--- config.mk ---
export PLATFORM = sky130hd
export DESIGN_NAME = sorted_timer_queue_unit
export DESIGN_NICKNAME = d
export VERILOG_FILES = /design/src/design/stq_pkg.sv /design/src/design/sorted_timer_queue_unit.sv
export SDC_FILE = /design/constraint.sdc
export NUM_CORES = 2
export LEC_CHECK = 0
export ABC_AREA = 1
export BUFFER_PORTS_ARGS = -buffer_cell sky130_fd_sc_hd__buf_2
export CAP_MARGIN = 20
export CELL_PAD_IN_SITES_DETAIL_PLACEMENT = 1
export CELL_PAD_IN_SITES_GLOBAL_PLACEMENT = 1
export CORE_MARGIN = 5
export CORE_UTILIZATION = 49
export CTS_BUF_LIST = sky130_fd_sc_hd__clkbuf_2 sky130_fd_sc_hd__clkbuf_4 sky130_fd_sc_hd__clkbuf_8
export CTS_CLUSTER_SIZE = 8
export DETAILED_ROUTE_END_ITERATION = 12
export PLACE_DENSITY = 0.78
export SYNTH_ARGS = -nofsm -noshare
export SYNTH_HDL_FRONTEND = slang
export SYNTH_SLANG_ARGS = --single-unit
--- constraint.sdc ---
create_clock -name clk -period 17.6 [get_ports clk]
set_input_delay 2.64 -clock clk [delete_from_list [all_inputs] [get_ports clk]]
set_output_delay 2.64 -clock clk [all_outputs]
set_load 0.005 [all_outputs]
--- src/design/stq_pkg.sv ---
// Shared types and codes for the sorted timer queue.
`default_nettype none

package stq_pkg;

    // Field widths
    localparam int FUNC_W    = 2;
    localparam int DELAY_W   = 16;
    localparam int TAG_W     = 32;
    localparam int HANDLE_W  = 4;
    localparam int STATUS_W  = 3;
    localparam int TIMEOUT_W = 32;
    localparam int TPS_W     = 20;

    // Ticks per second after reset
    localparam logic [TPS_W-1:0] TPS_RESET = 20'd1000;

    // Most results one tick may emit
    localparam int MAX_RESULTS = 16;

    // Operation codes
    localparam logic [FUNC_W-1:0] FUNC_TICK   = 2'd0;
    localparam logic [FUNC_W-1:0] FUNC_ADD    = 2'd1;
    localparam logic [FUNC_W-1:0] FUNC_REMOVE = 2'd2;
    localparam logic [FUNC_W-1:0] FUNC_UPDATE = 2'd3;

    // Result status codes
    localparam logic [STATUS_W-1:0] ST_ADDED     = 3'd0;
    localparam logic [STATUS_W-1:0] ST_REMOVED   = 3'd1;
    localparam logic [STATUS_W-1:0] ST_UPDATED   = 3'd2;
    localparam logic [STATUS_W-1:0] ST_REJECTED  = 3'd3;
    localparam logic [STATUS_W-1:0] ST_EXPIRED   = 3'd4;
    localparam logic [STATUS_W-1:0] ST_IDLE_TICK = 3'd5;

    typedef struct packed {
        logic [FUNC_W-1:0]   func;
        logic [DELAY_W-1:0]  delay_seconds;
        logic [TAG_W-1:0]    callback_tag;
        logic [HANDLE_W-1:0] entry_handle;
    } stq_in_t;

    typedef struct packed {
        logic [STATUS_W-1:0]  status;
        logic [HANDLE_W-1:0]  handle_out;
        logic [TAG_W-1:0]     tag_out;
        logic [TIMEOUT_W-1:0] next_timeout;
        logic                 queue_empty;
        logic                 last;
    } stq_out_t;

endpackage

`default_nettype wire

--- src/design/sorted_timer_queue_unit.sv ---
// Sorted timer queue: top level with the entry store and its walk sequencer.
//
// Usage: requests arrive on in_valid/in_ready/in_data (tick, add, remove,
// update); results leave on out_valid/out_ready/out_data. A tick may give
// several results in a row, the final one with last set; every other
// request gives exactly one result. ticks_per_second is written through
// cfg_wr_en/cfg_wr_data; the user must write it only while the block is
// idle, which the block itself does not enforce. The block takes one
// request at a time; in_ready is low while it works. An add scans for
// the lowest free handle, then walks the store to insert; remove and
// update first walk it to find the entry; a tick pops due entries one by
// one. The store has a single read port and is walked one entry a cycle
// to shift, search and place entries.
// Reset empties the queue, clears the clock and all handles and loads
// ticks_per_second with 1000; the store itself needs no clearing pass.
// Results sit in an output register; while the receiver stalls, the
// sequencer holds its next result and waits.
`default_nettype none

module sorted_timer_queue_unit #(
    parameter int QUEUE_DEPTH = 16,
    parameter int TIME_WIDTH  = 48
) (
    input  wire logic                        clk,
    input  wire logic                        rst_n,
    input  wire logic                        in_valid,
    output logic                             in_ready,
    input  wire stq_pkg::stq_in_t            in_data,
    output logic                             out_valid,
    input  wire logic                        out_ready,
    output stq_pkg::stq_out_t                out_data,
    input  wire logic                        cfg_wr_en,
    input  wire logic [stq_pkg::TPS_W-1:0]   cfg_wr_data
);

    localparam int AW     = $clog2(QUEUE_DEPTH);
    localparam int CW     = $clog2(QUEUE_DEPTH + 1);
    localparam int HCW    = (AW > stq_pkg::HANDLE_W) ? AW : stq_pkg::HANDLE_W;
    localparam int PROD_W = stq_pkg::DELAY_W + stq_pkg::TPS_W;
    localparam int SW     = ((TIME_WIDTH > PROD_W) ? TIME_WIDTH : PROD_W) + 1;
    localparam int NW     = $clog2(stq_pkg::MAX_RESULTS + 1);
    localparam logic [TIME_WIDTH-1:0] TIME_MAX = {TIME_WIDTH{1'b1}};

    typedef struct packed {
        logic [TIME_WIDTH-1:0]       expiry;
        logic [stq_pkg::TAG_W-1:0]   tag;
        logic [AW-1:0]               handle;
    } entry_t;

    typedef enum logic [9:0] {
        S_IDLE     = 10'b00_0000_0001,
        S_DECODE   = 10'b00_0000_0010,
        S_FREE     = 10'b00_0000_0100,
        S_FIND_RD  = 10'b00_0000_1000,
        S_FIND     = 10'b00_0001_0000,
        S_INS_RD   = 10'b00_0010_0000,
        S_INS      = 10'b00_0100_0000,
        S_INS_LAST = 10'b00_1000_0000,
        S_TICK_CHK = 10'b01_0000_0000,
        S_EMIT     = 10'b10_0000_0000
    } state_t;

    // Handle of the entry store widened or cut to the result field
    function automatic logic [stq_pkg::HANDLE_W-1:0] to_hout(input logic [AW-1:0] h);
        logic [HCW-1:0] w;
        w = HCW'(h);
        return w[stq_pkg::HANDLE_W-1:0];
    endfunction

    // Control registers
    state_t                          state_reg, state_next;
    logic [stq_pkg::TPS_W-1:0]       tps_reg, tps_next;
    logic [TIME_WIDTH-1:0]           clock_reg, clock_next;
    logic [CW-1:0]                   cnt_reg, cnt_next;
    logic [QUEUE_DEPTH-1:0]          in_use_reg, in_use_next;
    logic [NW-1:0]                   n_reg, n_next;
    logic                            out_valid_reg, out_valid_next;
    logic                            found_reg, found_next;

    // Payload registers
    stq_pkg::stq_in_t                req_reg, req_next;
    logic [PROD_W-1:0]               prod_reg, prod_next;
    logic [TIME_WIDTH-1:0]           exp_new_reg, exp_new_next;
    entry_t                          head_reg, head_next;
    logic [CW-1:0]                   pos_reg, pos_next;
    logic [AW-1:0]                   target_reg, target_next;
    logic [AW-1:0]                   free_reg, free_next;
    logic [stq_pkg::TAG_W-1:0]       kept_tag_reg, kept_tag_next;
    logic [stq_pkg::STATUS_W-1:0]    res_status_reg, res_status_next;
    logic [stq_pkg::HANDLE_W-1:0]    res_handle_reg, res_handle_next;
    logic [stq_pkg::TAG_W-1:0]       res_tag_reg, res_tag_next;
    stq_pkg::stq_out_t               out_data_reg, out_data_next;

    // Entry store
    entry_t                          entry_mem [QUEUE_DEPTH];
    entry_t                          rdata_reg;
    logic                            mem_we;
    logic [AW-1:0]                   mem_waddr;
    logic [AW-1:0]                   mem_raddr;
    entry_t                          mem_wdata;

    // Datapath helpers
    logic [HCW-1:0]                  h_ext;
    logic                            h_ok;
    logic [SW-1:0]                   sum_wide;
    logic [TIME_WIDTH-1:0]           add_sat;
    logic [TIME_WIDTH:0]             diff;
    logic [stq_pkg::TIMEOUT_W-1:0]   nt;
    logic                            head_due;
    logic                            emit_last;
    logic [CW-1:0]                   pos_inc;
    logic [CW-1:0]                   pos_dec;
    logic [CW-1:0]                   pos_m2;
    logic [CW-1:0]                   cnt_dec;
    entry_t                          new_entry;

    assign in_ready  = (state_reg == S_IDLE);
    assign out_valid = out_valid_reg;
    assign out_data  = out_data_reg;

    // Handle check for remove and update
    assign h_ext = HCW'(req_reg.entry_handle);
    assign h_ok  = ({1'b0, h_ext} < (HCW + 1)'(QUEUE_DEPTH)) && in_use_reg[h_ext[AW-1:0]];

    // Saturating expiry = clock + delay ticks
    assign sum_wide = SW'(clock_reg) + SW'(prod_reg);
    assign add_sat  = ((sum_wide >> TIME_WIDTH) != '0) ? TIME_MAX : sum_wide[TIME_WIDTH-1:0];

    // Ticks until the head entry expires
    assign head_due = (cnt_reg != '0) && (head_reg.expiry <= clock_reg);
    assign diff     = {1'b0, head_reg.expiry} - {1'b0, clock_reg};
    always_comb
    begin
        if (cnt_reg == '0)
            nt = '1;
        else if (head_reg.expiry <= clock_reg)
            nt = '0;
        else if ((diff >> stq_pkg::TIMEOUT_W) != '0)
            nt = '1;
        else
            nt = diff[stq_pkg::TIMEOUT_W-1:0];
    end

    assign emit_last = (res_status_reg != stq_pkg::ST_EXPIRED) ||
                       !(head_due && (n_reg < NW'(stq_pkg::MAX_RESULTS)));

    assign pos_inc   = pos_reg + 1'b1;
    assign pos_dec   = pos_reg - 1'b1;
    assign pos_m2    = pos_reg - CW'(2);
    assign cnt_dec   = cnt_reg - 1'b1;
    assign new_entry = '{expiry: exp_new_reg, tag: kept_tag_reg, handle: target_reg};

    // Sequencer
    always_comb
    begin
        state_next      = state_reg;
        tps_next        = cfg_wr_en ? cfg_wr_data : tps_reg;
        clock_next      = clock_reg;
        cnt_next        = cnt_reg;
        in_use_next     = in_use_reg;
        n_next          = n_reg;
        out_valid_next  = out_valid_reg;
        found_next      = found_reg;
        req_next        = req_reg;
        prod_next       = prod_reg;
        exp_new_next    = exp_new_reg;
        pos_next        = pos_reg;
        target_next     = target_reg;
        free_next       = free_reg;
        kept_tag_next   = kept_tag_reg;
        res_status_next = res_status_reg;
        res_handle_next = res_handle_reg;
        res_tag_next    = res_tag_reg;
        out_data_next   = out_data_reg;
        mem_we          = 1'b0;
        mem_waddr       = '0;
        mem_raddr       = '0;
        mem_wdata       = rdata_reg;

        if (out_valid_reg && out_ready)
            out_valid_next = 1'b0;

        case (state_reg)
            S_IDLE:
            begin
                if (in_valid)
                begin
                    req_next   = in_data;
                    prod_next  = PROD_W'(in_data.delay_seconds) * PROD_W'(tps_reg);
                    state_next = S_DECODE;
                end
            end

            S_DECODE:
            begin
                exp_new_next = add_sat;
                n_next       = '0;
                res_tag_next = '0;
                case (req_reg.func)
                    stq_pkg::FUNC_TICK:
                    begin
                        clock_next = (clock_reg == TIME_MAX) ? clock_reg : clock_reg + 1'b1;
                        state_next = S_TICK_CHK;
                    end
                    stq_pkg::FUNC_ADD:
                    begin
                        if (req_reg.delay_seconds == '0 || cnt_reg == CW'(QUEUE_DEPTH))
                        begin
                            res_status_next = stq_pkg::ST_REJECTED;
                            res_handle_next = '0;
                            state_next      = S_EMIT;
                        end
                        else
                        begin
                            free_next  = '0;
                            state_next = S_FREE;
                        end
                    end
                    default:
                    begin
                        if (!h_ok)
                        begin
                            res_status_next = stq_pkg::ST_REJECTED;
                            res_handle_next = req_reg.entry_handle;
                            state_next      = S_EMIT;
                        end
                        else
                        begin
                            target_next = h_ext[AW-1:0];
                            state_next  = S_FIND_RD;
                        end
                    end
                endcase
            end

            // Lowest free handle, one bit a cycle
            S_FREE:
            begin
                if (!in_use_reg[free_reg])
                begin
                    in_use_next[free_reg] = 1'b1;
                    target_next           = free_reg;
                    kept_tag_next         = req_reg.callback_tag;
                    res_status_next       = stq_pkg::ST_ADDED;
                    res_handle_next       = to_hout(free_reg);
                    state_next            = S_INS_RD;
                end
                else
                    free_next = free_reg + 1'b1;
            end

            S_FIND_RD:
            begin
                mem_raddr  = '0;
                pos_next   = '0;
                found_next = 1'b0;
                state_next = S_FIND;
            end

            // Search by handle; entries after the hit move up one place
            S_FIND:
            begin
                mem_raddr = pos_inc[AW-1:0];
                if (found_reg)
                begin
                    mem_we    = 1'b1;
                    mem_waddr = pos_dec[AW-1:0];
                    mem_wdata = rdata_reg;
                end
                else if (rdata_reg.handle == target_reg)
                begin
                    found_next    = 1'b1;
                    kept_tag_next = rdata_reg.tag;
                end
                if (pos_inc == cnt_reg)
                begin
                    cnt_next = cnt_dec;
                    case (req_reg.func)
                        stq_pkg::FUNC_TICK:
                        begin
                            n_next     = n_reg + 1'b1;
                            state_next = S_EMIT;
                        end
                        stq_pkg::FUNC_REMOVE:
                        begin
                            in_use_next[target_reg] = 1'b0;
                            res_status_next         = stq_pkg::ST_REMOVED;
                            res_handle_next         = req_reg.entry_handle;
                            state_next              = S_EMIT;
                        end
                        default:
                        begin
                            res_status_next = stq_pkg::ST_UPDATED;
                            res_handle_next = req_reg.entry_handle;
                            state_next      = S_INS_RD;
                        end
                    endcase
                end
                else
                    pos_next = pos_inc;
            end

            S_INS_RD:
            begin
                if (cnt_reg == '0)
                begin
                    mem_we     = 1'b1;
                    mem_waddr  = '0;
                    mem_wdata  = new_entry;
                    cnt_next   = cnt_reg + 1'b1;
                    state_next = S_EMIT;
                end
                else
                begin
                    mem_raddr  = cnt_dec[AW-1:0];
                    pos_next   = cnt_reg;
                    state_next = S_INS;
                end
            end

            // Walk down from the tail; later expiries move down one place
            S_INS:
            begin
                mem_raddr = pos_m2[AW-1:0];
                mem_we    = 1'b1;
                mem_waddr = pos_reg[AW-1:0];
                if (rdata_reg.expiry > exp_new_reg)
                begin
                    mem_wdata = rdata_reg;
                    pos_next  = pos_dec;
                    if (pos_dec == '0)
                        state_next = S_INS_LAST;
                end
                else
                begin
                    mem_wdata  = new_entry;
                    cnt_next   = cnt_reg + 1'b1;
                    state_next = S_EMIT;
                end
            end

            S_INS_LAST:
            begin
                mem_we     = 1'b1;
                mem_waddr  = '0;
                mem_wdata  = new_entry;
                cnt_next   = cnt_reg + 1'b1;
                state_next = S_EMIT;
            end

            // Pop the head if due and fewer than MAX_RESULTS results were given
            S_TICK_CHK:
            begin
                if (head_due && (n_reg < NW'(stq_pkg::MAX_RESULTS)))
                begin
                    in_use_next[head_reg.handle] = 1'b0;
                    target_next     = head_reg.handle;
                    res_status_next = stq_pkg::ST_EXPIRED;
                    res_handle_next = to_hout(head_reg.handle);
                    res_tag_next    = head_reg.tag;
                    state_next      = S_FIND_RD;
                end
                else
                begin
                    res_status_next = stq_pkg::ST_IDLE_TICK;
                    res_handle_next = '0;
                    res_tag_next    = '0;
                    state_next      = S_EMIT;
                end
            end

            S_EMIT:
            begin
                if (!out_valid_reg || out_ready)
                begin
                    out_valid_next              = 1'b1;
                    out_data_next.status        = res_status_reg;
                    out_data_next.handle_out    = res_handle_reg;
                    out_data_next.tag_out       = res_tag_reg;
                    out_data_next.next_timeout  = nt;
                    out_data_next.queue_empty   = (cnt_reg == '0);
                    out_data_next.last          = emit_last;
                    state_next = emit_last ? S_IDLE : S_TICK_CHK;
                end
            end

            default:
                state_next = S_IDLE;
        endcase
    end

    // Mirror of store position 0
    always_comb
    begin
        head_next = head_reg;
        if (mem_we && mem_waddr == '0)
            head_next = mem_wdata;
    end

    // Control state
    always_ff @(posedge clk or negedge rst_n)
    begin
        if (!rst_n)
        begin
            state_reg     <= S_IDLE;
            tps_reg       <= stq_pkg::TPS_RESET;
            clock_reg     <= '0;
            cnt_reg       <= '0;
            in_use_reg    <= '0;
            n_reg         <= '0;
            out_valid_reg <= 1'b0;
            found_reg     <= 1'b0;
        end
        else
        begin
            state_reg     <= state_next;
            tps_reg       <= tps_next;
            clock_reg     <= clock_next;
            cnt_reg       <= cnt_next;
            in_use_reg    <= in_use_next;
            n_reg         <= n_next;
            out_valid_reg <= out_valid_next;
            found_reg     <= found_next;
        end
    end

    // Payload state
    always_ff @(posedge clk)
    begin
        req_reg        <= req_next;
        prod_reg       <= prod_next;
        exp_new_reg    <= exp_new_next;
        head_reg       <= head_next;
        pos_reg        <= pos_next;
        target_reg     <= target_next;
        free_reg       <= free_next;
        kept_tag_reg   <= kept_tag_next;
        res_status_reg <= res_status_next;
        res_handle_reg <= res_handle_next;
        res_tag_reg    <= res_tag_next;
        out_data_reg   <= out_data_next;
    end

    // Entry store: one write, one registered read a cycle
    always_ff @(posedge clk)
    begin
        if (mem_we)
            entry_mem[mem_waddr] <= mem_wdata;
        rdata_reg <= entry_mem[mem_raddr];
    end

`ifndef SYNTHESIS
    // Fill count stays within the store
    a_cnt_bound: assert property (@(posedge clk) disable iff (!rst_n)
        cnt_reg <= CW'(QUEUE_DEPTH))
        else $error("pending count beyond queue depth");

    // Handles in use match pending entries between requests
    a_handles_match: assert property (@(posedge clk) disable iff (!rst_n)
        (state_reg == S_IDLE) |-> ($countones(in_use_reg) == int'(cnt_reg)))
        else $error("handle map out of step with pending count");

    // Empty queue reports an infinite timeout
    a_empty_timeout: assert property (@(posedge clk) disable iff (!rst_n)
        (out_valid_reg && out_data_reg.queue_empty) |-> (out_data_reg.next_timeout == '1))
        else $error("empty queue with finite timeout");

    // Only expired results carry a tag
    a_tag_zero: assert property (@(posedge clk) disable iff (!rst_n)
        (out_valid_reg && out_data_reg.status != stq_pkg::ST_EXPIRED)
            |-> (out_data_reg.tag_out == '0))
        else $error("tag on a result that is not an expiry");

    // A new request is taken only after the last result is loaded
    a_last_before_idle: assert property (@(posedge clk) disable iff (!rst_n)
        (state_reg == S_EMIT && state_next == S_IDLE) |-> emit_last)
        else $error("request ended without last mark");
`endif

endmodule

`default_nettype wire

# Yosys cells after proc, flatten, opt, wreduce, memory -nomap -nowiden

Memories as Yosys holds them, arrays and structs flattened. A register that Yosys moved wholly into a read port is not among the register bits.
Index checks and enable logic that the tools add are counted.

$add $sub $neg: 10
Multipliers: 1
Divide/modulo/power cells: 0
Order comparisons: 10
Eq/ne operators: 41
Shifts and indexed selects: 0
Muxes and demuxes: 90
Bitwise logic cells: 6
Reduce and logical (&&, ||, !) cells: 44

Operator list:

| cell                    | number |
|---|---|
| $pmux W84 S3            | 1 |
| $mux W32                | 6 |
| $mux W84                | 2 |
| $pmux W32 S2            | 2 |
| $mux W10                | 11 |
| $pmux W10 S10           | 1 |
| $mux W16                | 4 |
| $mux W4                 | 14 |
| $add A48 B36 Y49        | 1 |
| $reduce_bool A49 Y1     | 1 |
| $sub A48 B48 Y49        | 1 |
| $add A48 B1 Y48 const B | 1 |
| $eq A48 B48 Y1 const B  | 1 |
| $gt A48 B48 Y1          | 1 |
| $le A48 B48 Y1          | 1 |
| $pmux W16 S3            | 1 |
| $ne A2 B2 Y1 const B    | 21 |
| $mux W5                 | 8 |
| $pmux W5 S4             | 2 |
| $mul A16 B20 Y36        | 1 |
| $and A16 B16 Y16        | 2 |
| $not A16 Y16            | 2 |
| $pmux W4 S2             | 3 |
| $pmux W4 S3             | 2 |
| other kinds (54)        | 112 |

Flip-flop bits (word level): 485
Latch bits: 0
Memory bits (writable): 1344
Memory bits (read-only): 0
Input port bits: 79
Output and inout port bits: 75
Word-level logic and storage cells: 233
Memories: 1

Memories:

| memory    | depth | width | rd ports | clocked after Yosys merged registers in | wr ports | line                          | RTL |
|---|---|---|---|---|---|---|---|
| entry_mem | 16    | 84    | 1        | 1                                       | 1        | sorted_timer_queue_unit.sv:95 | `entry_t entry_mem [QUEUE_DEPTH];` |

# Logic depth before layout (Yosys ltp)

Depth in word-level cells: 9
Depth in mapped cells: 27
Gate-level depth less buffers: 25

# Worst setup path before layout

OpenSTA, ideal clock, no wires.

Path kind: input-to-reg
Start: input in_data[37] (netlist name)
End: register prod_reg[32] (data pin)
Setup time: 0.260 ns
Data arrival time: 7.484 ns
Required time: 17.340 ns
Path slack: 9.856 ns
Cell stages on the path: 18
Path buffers: 1
Path through: clkbuf_1 -> nand2_1 -> fa_1 -> fa_1 -> inv_1 -> fa_1 -> fa_1 -> fa_1 -> inv_1 -> fa_1 -> inv_1 -> ha_1 -> nand2_1 -> nor4_1 -> nand2_1 -> o2111ai_1 -> a31oi_1 -> xnor2_1

Word-level cells in the longest chain between the ends: 1

RTL lines:

| what                   | line                           | RTL |
|---|---|---|
| start: declaration     | sorted_timer_queue_unit.sv:28  | `input wire stq_pkg::stq_in_t in_data,` |
| $mul A16 B20 Y36       | sorted_timer_queue_unit.sv:189 | `prod_next = PROD_W'(in_data.delay_seconds) * PROD_W'(tps_reg);` |
| end signal: assignment | sorted_timer_queue_unit.sv:431 | `prod_reg <= prod_next;` |
| end: declaration       | sorted_timer_queue_unit.sv:82  | `logic [PROD_W-1:0] prod_reg, prod_next;` |

Every way passes these cells.
A chain may end at the register's enable or synchronous reset.

# Final worst setup path

Start: input in_data[43] (netlist name)
End: register prod_reg[32] (data pin)

Same word-level chain as after synthesis.

==> metrics.md <==
| Metric | Value |
|---|---|
| GP Congestion | `about 0.95` |
| CP Buf/Inv Count | `4` |
| CP Capture Type | `flip-flop` |
| Sequential power share | `between 30% and 40%` |
| Final design utilization | `a little over half` |
| Core region area | `about 190000 um2` |
| Crit Path Max Fanout | `21` |
| Hpwl dp | `about 200000 um` |
| Worst-path clk slew | `about 0.060 ns` |
| Max-cap viol count | `0` |
| Total grt overflow | `0` |
| First-pass GRT wire length | `approximately 460000 um` |
| Setup Skew | `approximately 0.094 ns` |
| Hold buffer count at cts | `0` |
| Setup bufs post-CTS | `0` |
| Outcome | `finished, final reports clean` |
| Syn Inst Count | `around 8900` |
| Peak supply drop | `between 0.2 and 0.25 mV` |
| Logic gate share of total power | `between 30% and 40%` |
| Post-route ant nets | `0` |
| Setup_tns | `0 ns` |
| Vias/cell | `roughly 6` |
| Post-synth top flop | `edfxtp_1` |
| CTS tree | `done` |
| Power Internal | `around 9.2 mW` |
| Pre-CTS setup slack | `between 9 and 10 ns` |
| CP peak stage delay | `roughly 0.57 ns` |
| Slew Viols, Final | `0` |
| Worst Setup Start Kind | `primary input` |
| Switch share | `37.08%` |
| Die area | `198900 um2` |
| Deepest clock path buffer count | `4` |
| Worst-Margin Slew | `roughly 1.1 ns` |
| Area Growth Syn to Fin | `10.84%` |
| Post-Syn Nets | `9478` |
| Power per cell area | `about 140 nW/um2` |
| Number of gates resized after cts | `0` |
| Switch Pwr | `5.427 mW` |
| Register bit total from synthesis | `~1800` |
| DR iter-0 viols | `between 5000 and 6000` |
| DR DRC count | `0` |
| DR vias | `around 70000` |
| WL per Instance | `about 26 um` |
| First-pass detailed-route iteration total | `5` |
| YS warnings | `0` |
| Static Leak | `around 42 nW` |
| Finish-stage setup viols | `0` |
| Cell Area, Synth | `~93000 um2` |
| Setup ws final | `10.10 ns` |
| Slowest cell on the critical path | `fa_1` |
| Crit path kind | `in2reg` |
| Num ports | `154` |
| Final period utilization | `between 40% and 50%` |
| Final min period | `7.503 ns` |
| Max Fclk | `between 0.1 and 0.15 GHz` |
| Vias in the first global route | `between 70000 and 80000` |
| Largest net degree at the start of global routing | `roughly 170` |
| Initial antenna violation count | `11` |
| Unrepaired setup endpoints after global routing | `no` |
| Horiz. Die Dim | `between 400 and 500 um` |
| Fin nets | `9716` |
| Final Hold Viols | `0` |
| # rows | `160` |
| Number of flip-flops in the largest register | `between 1000 and 1500` |
| Htree depth | `5` |
| Top delay family on crit path | `adder cells` |
| Worst slew margin | `24.43%` |
| Required @ worst endpoint | `approximately 18 ns` |
| Initial Util | `about half` |
| Post-synth ARST share | `~5.8%` |
| Number of buffers created by CTS | `between 300 and 400` |
| Synth cell types | `65` |
| Fraction of layout cells with a size suffix above 1 | `a little over an eighth` |
| Total routed wirelength | `just over 300000 um` |
| Clock sinks | `about 1800` |
| Root Buffer | `clkbuf_8` |
| Gr usage total | `a little under a third` |
| Crit-path most repeated cell | `fa_1` |
| Post-synth EDFFs | `between 1500 and 2000` |
| Register area share after synthesis | `roughly 57%` |
| Port buffer count | `between 150 and 200` |
| WP data arrival | `slightly above 8 ns` |
| Avg Cell Area, Syn | `approximately 10 um2` |
| Worst min path class | `reg2reg` |
| Die span in y | `446.0 um` |
| Clk_lat worst skew | `between 1 and 1.5 ns` |
| CP cell instances | `buf_2, nand2_1, fa_1, inv_1, fa_1, fa_1, fa_1, fa_1, inv_1, fa_1, inv_1, ha_1, nand2_1, nor4_1, nand2_1, o2111ai_1, a31oi_1, xnor2_1` |
| Clock share of power | `26.9%` |
cells in the mapped netlist (all sizes together), types with 2 or more instances:
cell	number	share of area, %
nand2	1778	7.2
edfxtp	1639	53
inv	1389	5.6
nand3	707	3.8
o211ai	683	5.5
nor2	373	1.5
or2	311	2.1
ha	254	3.4
fa	252	5.4
clkbuf	248	1.0
o21ai	246	1.3
a21oi	217	1.2
buf	171	0.90
xor2	112	1.1
dfrtp	99	2.7
dfxtp	84	1.8
nor3	69	0.41
nand4	52	0.36
xnor2	34	0.32
nor4	33	0.25
a31oi	24	0.16
mux2	20	0.24
nand3b	11	0.089
o221ai	9	0.091
o311ai	9	0.085
o21bai	8	0.064
dfstp	7	0.20
o21a	7	0.056
a21o	6	0.048
o2111ai	6	0.056
a21boi	5	0.040
a311oi	3	0.028
and3	3	0.020
clkinv	3	0.012
o32ai	3	0.028
a211oi	2	0.016
a221oi	2	0.026
mux2i	2	0.021
nor3b	2	0.016
o22ai	2	0.013
through the flow:
stage | power (mW) | std cells | hold WS [ns] | area, um2
after CTS | 14.72 | 11880 | 0.4051 | 103200
after global placement | 10.59 | 11310 | 0.4029 | 96870
after detailed placement | 10.77 | 11310 | 0.4056 | 96880
after floorplan | 9.084 | 8893 | 0.4003 | 93160
after global routing | 15.66 | 11890 | 0.4123 | 103200
final | 14.64 | 11890 | 0.4124 | 103300
path summary, 6_finish.rpt:
path	startpoint	to	slack, ns	depth (start not counted)
worst max-delay path	in_data[43]	prod_reg[32]	10.10	18
worst min-delay path	res_tag_reg[26]	out_data[60]	0.41	0
worst max register to register	tps_reg[17]	prod_reg[32]	11.11	17
worst min register to register	res_tag_reg[26]	out_data[60]	0.41	0
max in group asynchronous	rst_n	clock_reg[7]	14.35	3
min in group asynchronous	rst_n	state_reg[4]	1.56	1
area by class of cell:
class                      count  area (um2)
timing repair buffer         328        2147
antenna                        7       17.52
fill                       20450       86330
clock inverter                85       460.4
sequential                  1829       53560
multi-input combinational   5253       32820
tap                         2511        3142
inverter                    1392        5250
clock buffer                 486        5851
routing by layer:
| layer | track usage (%) | vias up | wire length [um] | share of wire [%] |
|---|---|---|---|---|
| li1 | - | 30680 | - | - |
| met1 | 40.51 | 35460 | 126300 | 41 |
| met2 | 51.12 | 2739 | 149100 | 48 |
| met3 | 4.589 | 688 | 20880 | 6.7 |
| met4 | 13.50 | 12 | 14190 | 4.6 |
| met5 | 0 | - | 87 | 0.028 |
power groups by stage:
stage	clock network, mW	registers, mW	logic (mW)
floorplan	0	5.33	3.76
global placement	0	5.42	5.17
detailed placement	0	5.42	5.35
CTS	3.99	5.34	5.39
global route	4.20	5.35	6.12
finish	3.93	5.34	5.37
layout by cell type (no fill, tap or decap), drive strengths merged, types with 52 or more instances in the layout:
cell	Yosys	routed
edfxtp	1639	1639
clkinv	3	75
fa	252	252
buf	171	328
dfxtp	84	84
nor3	69	69
o211ai	683	683
o21ai	246	246
nand4	52	52
nand3	707	707
nor2	373	373
inv	1389	1391
ha	254	254
dfrtp	99	99
clkbuf	248	486
xor2	112	112
nand2	1778	1778
a21oi	217	217
or2	311	311
cells by family after synthesis:
group,count (synthesis),synth area share [%]
AND/OR/NAND/NOR,3340,15.75
flip-flops,1829,57.50
buffers and inverters,1811,7.509
AO/OA/AOI/OAI,1239,8.785
adder cells (fa/ha/maj),506,8.827
XOR/XNOR,146,1.373
multiplexers,22,0.2633
No activity file was read; power rests on OpenSTA's default activity.
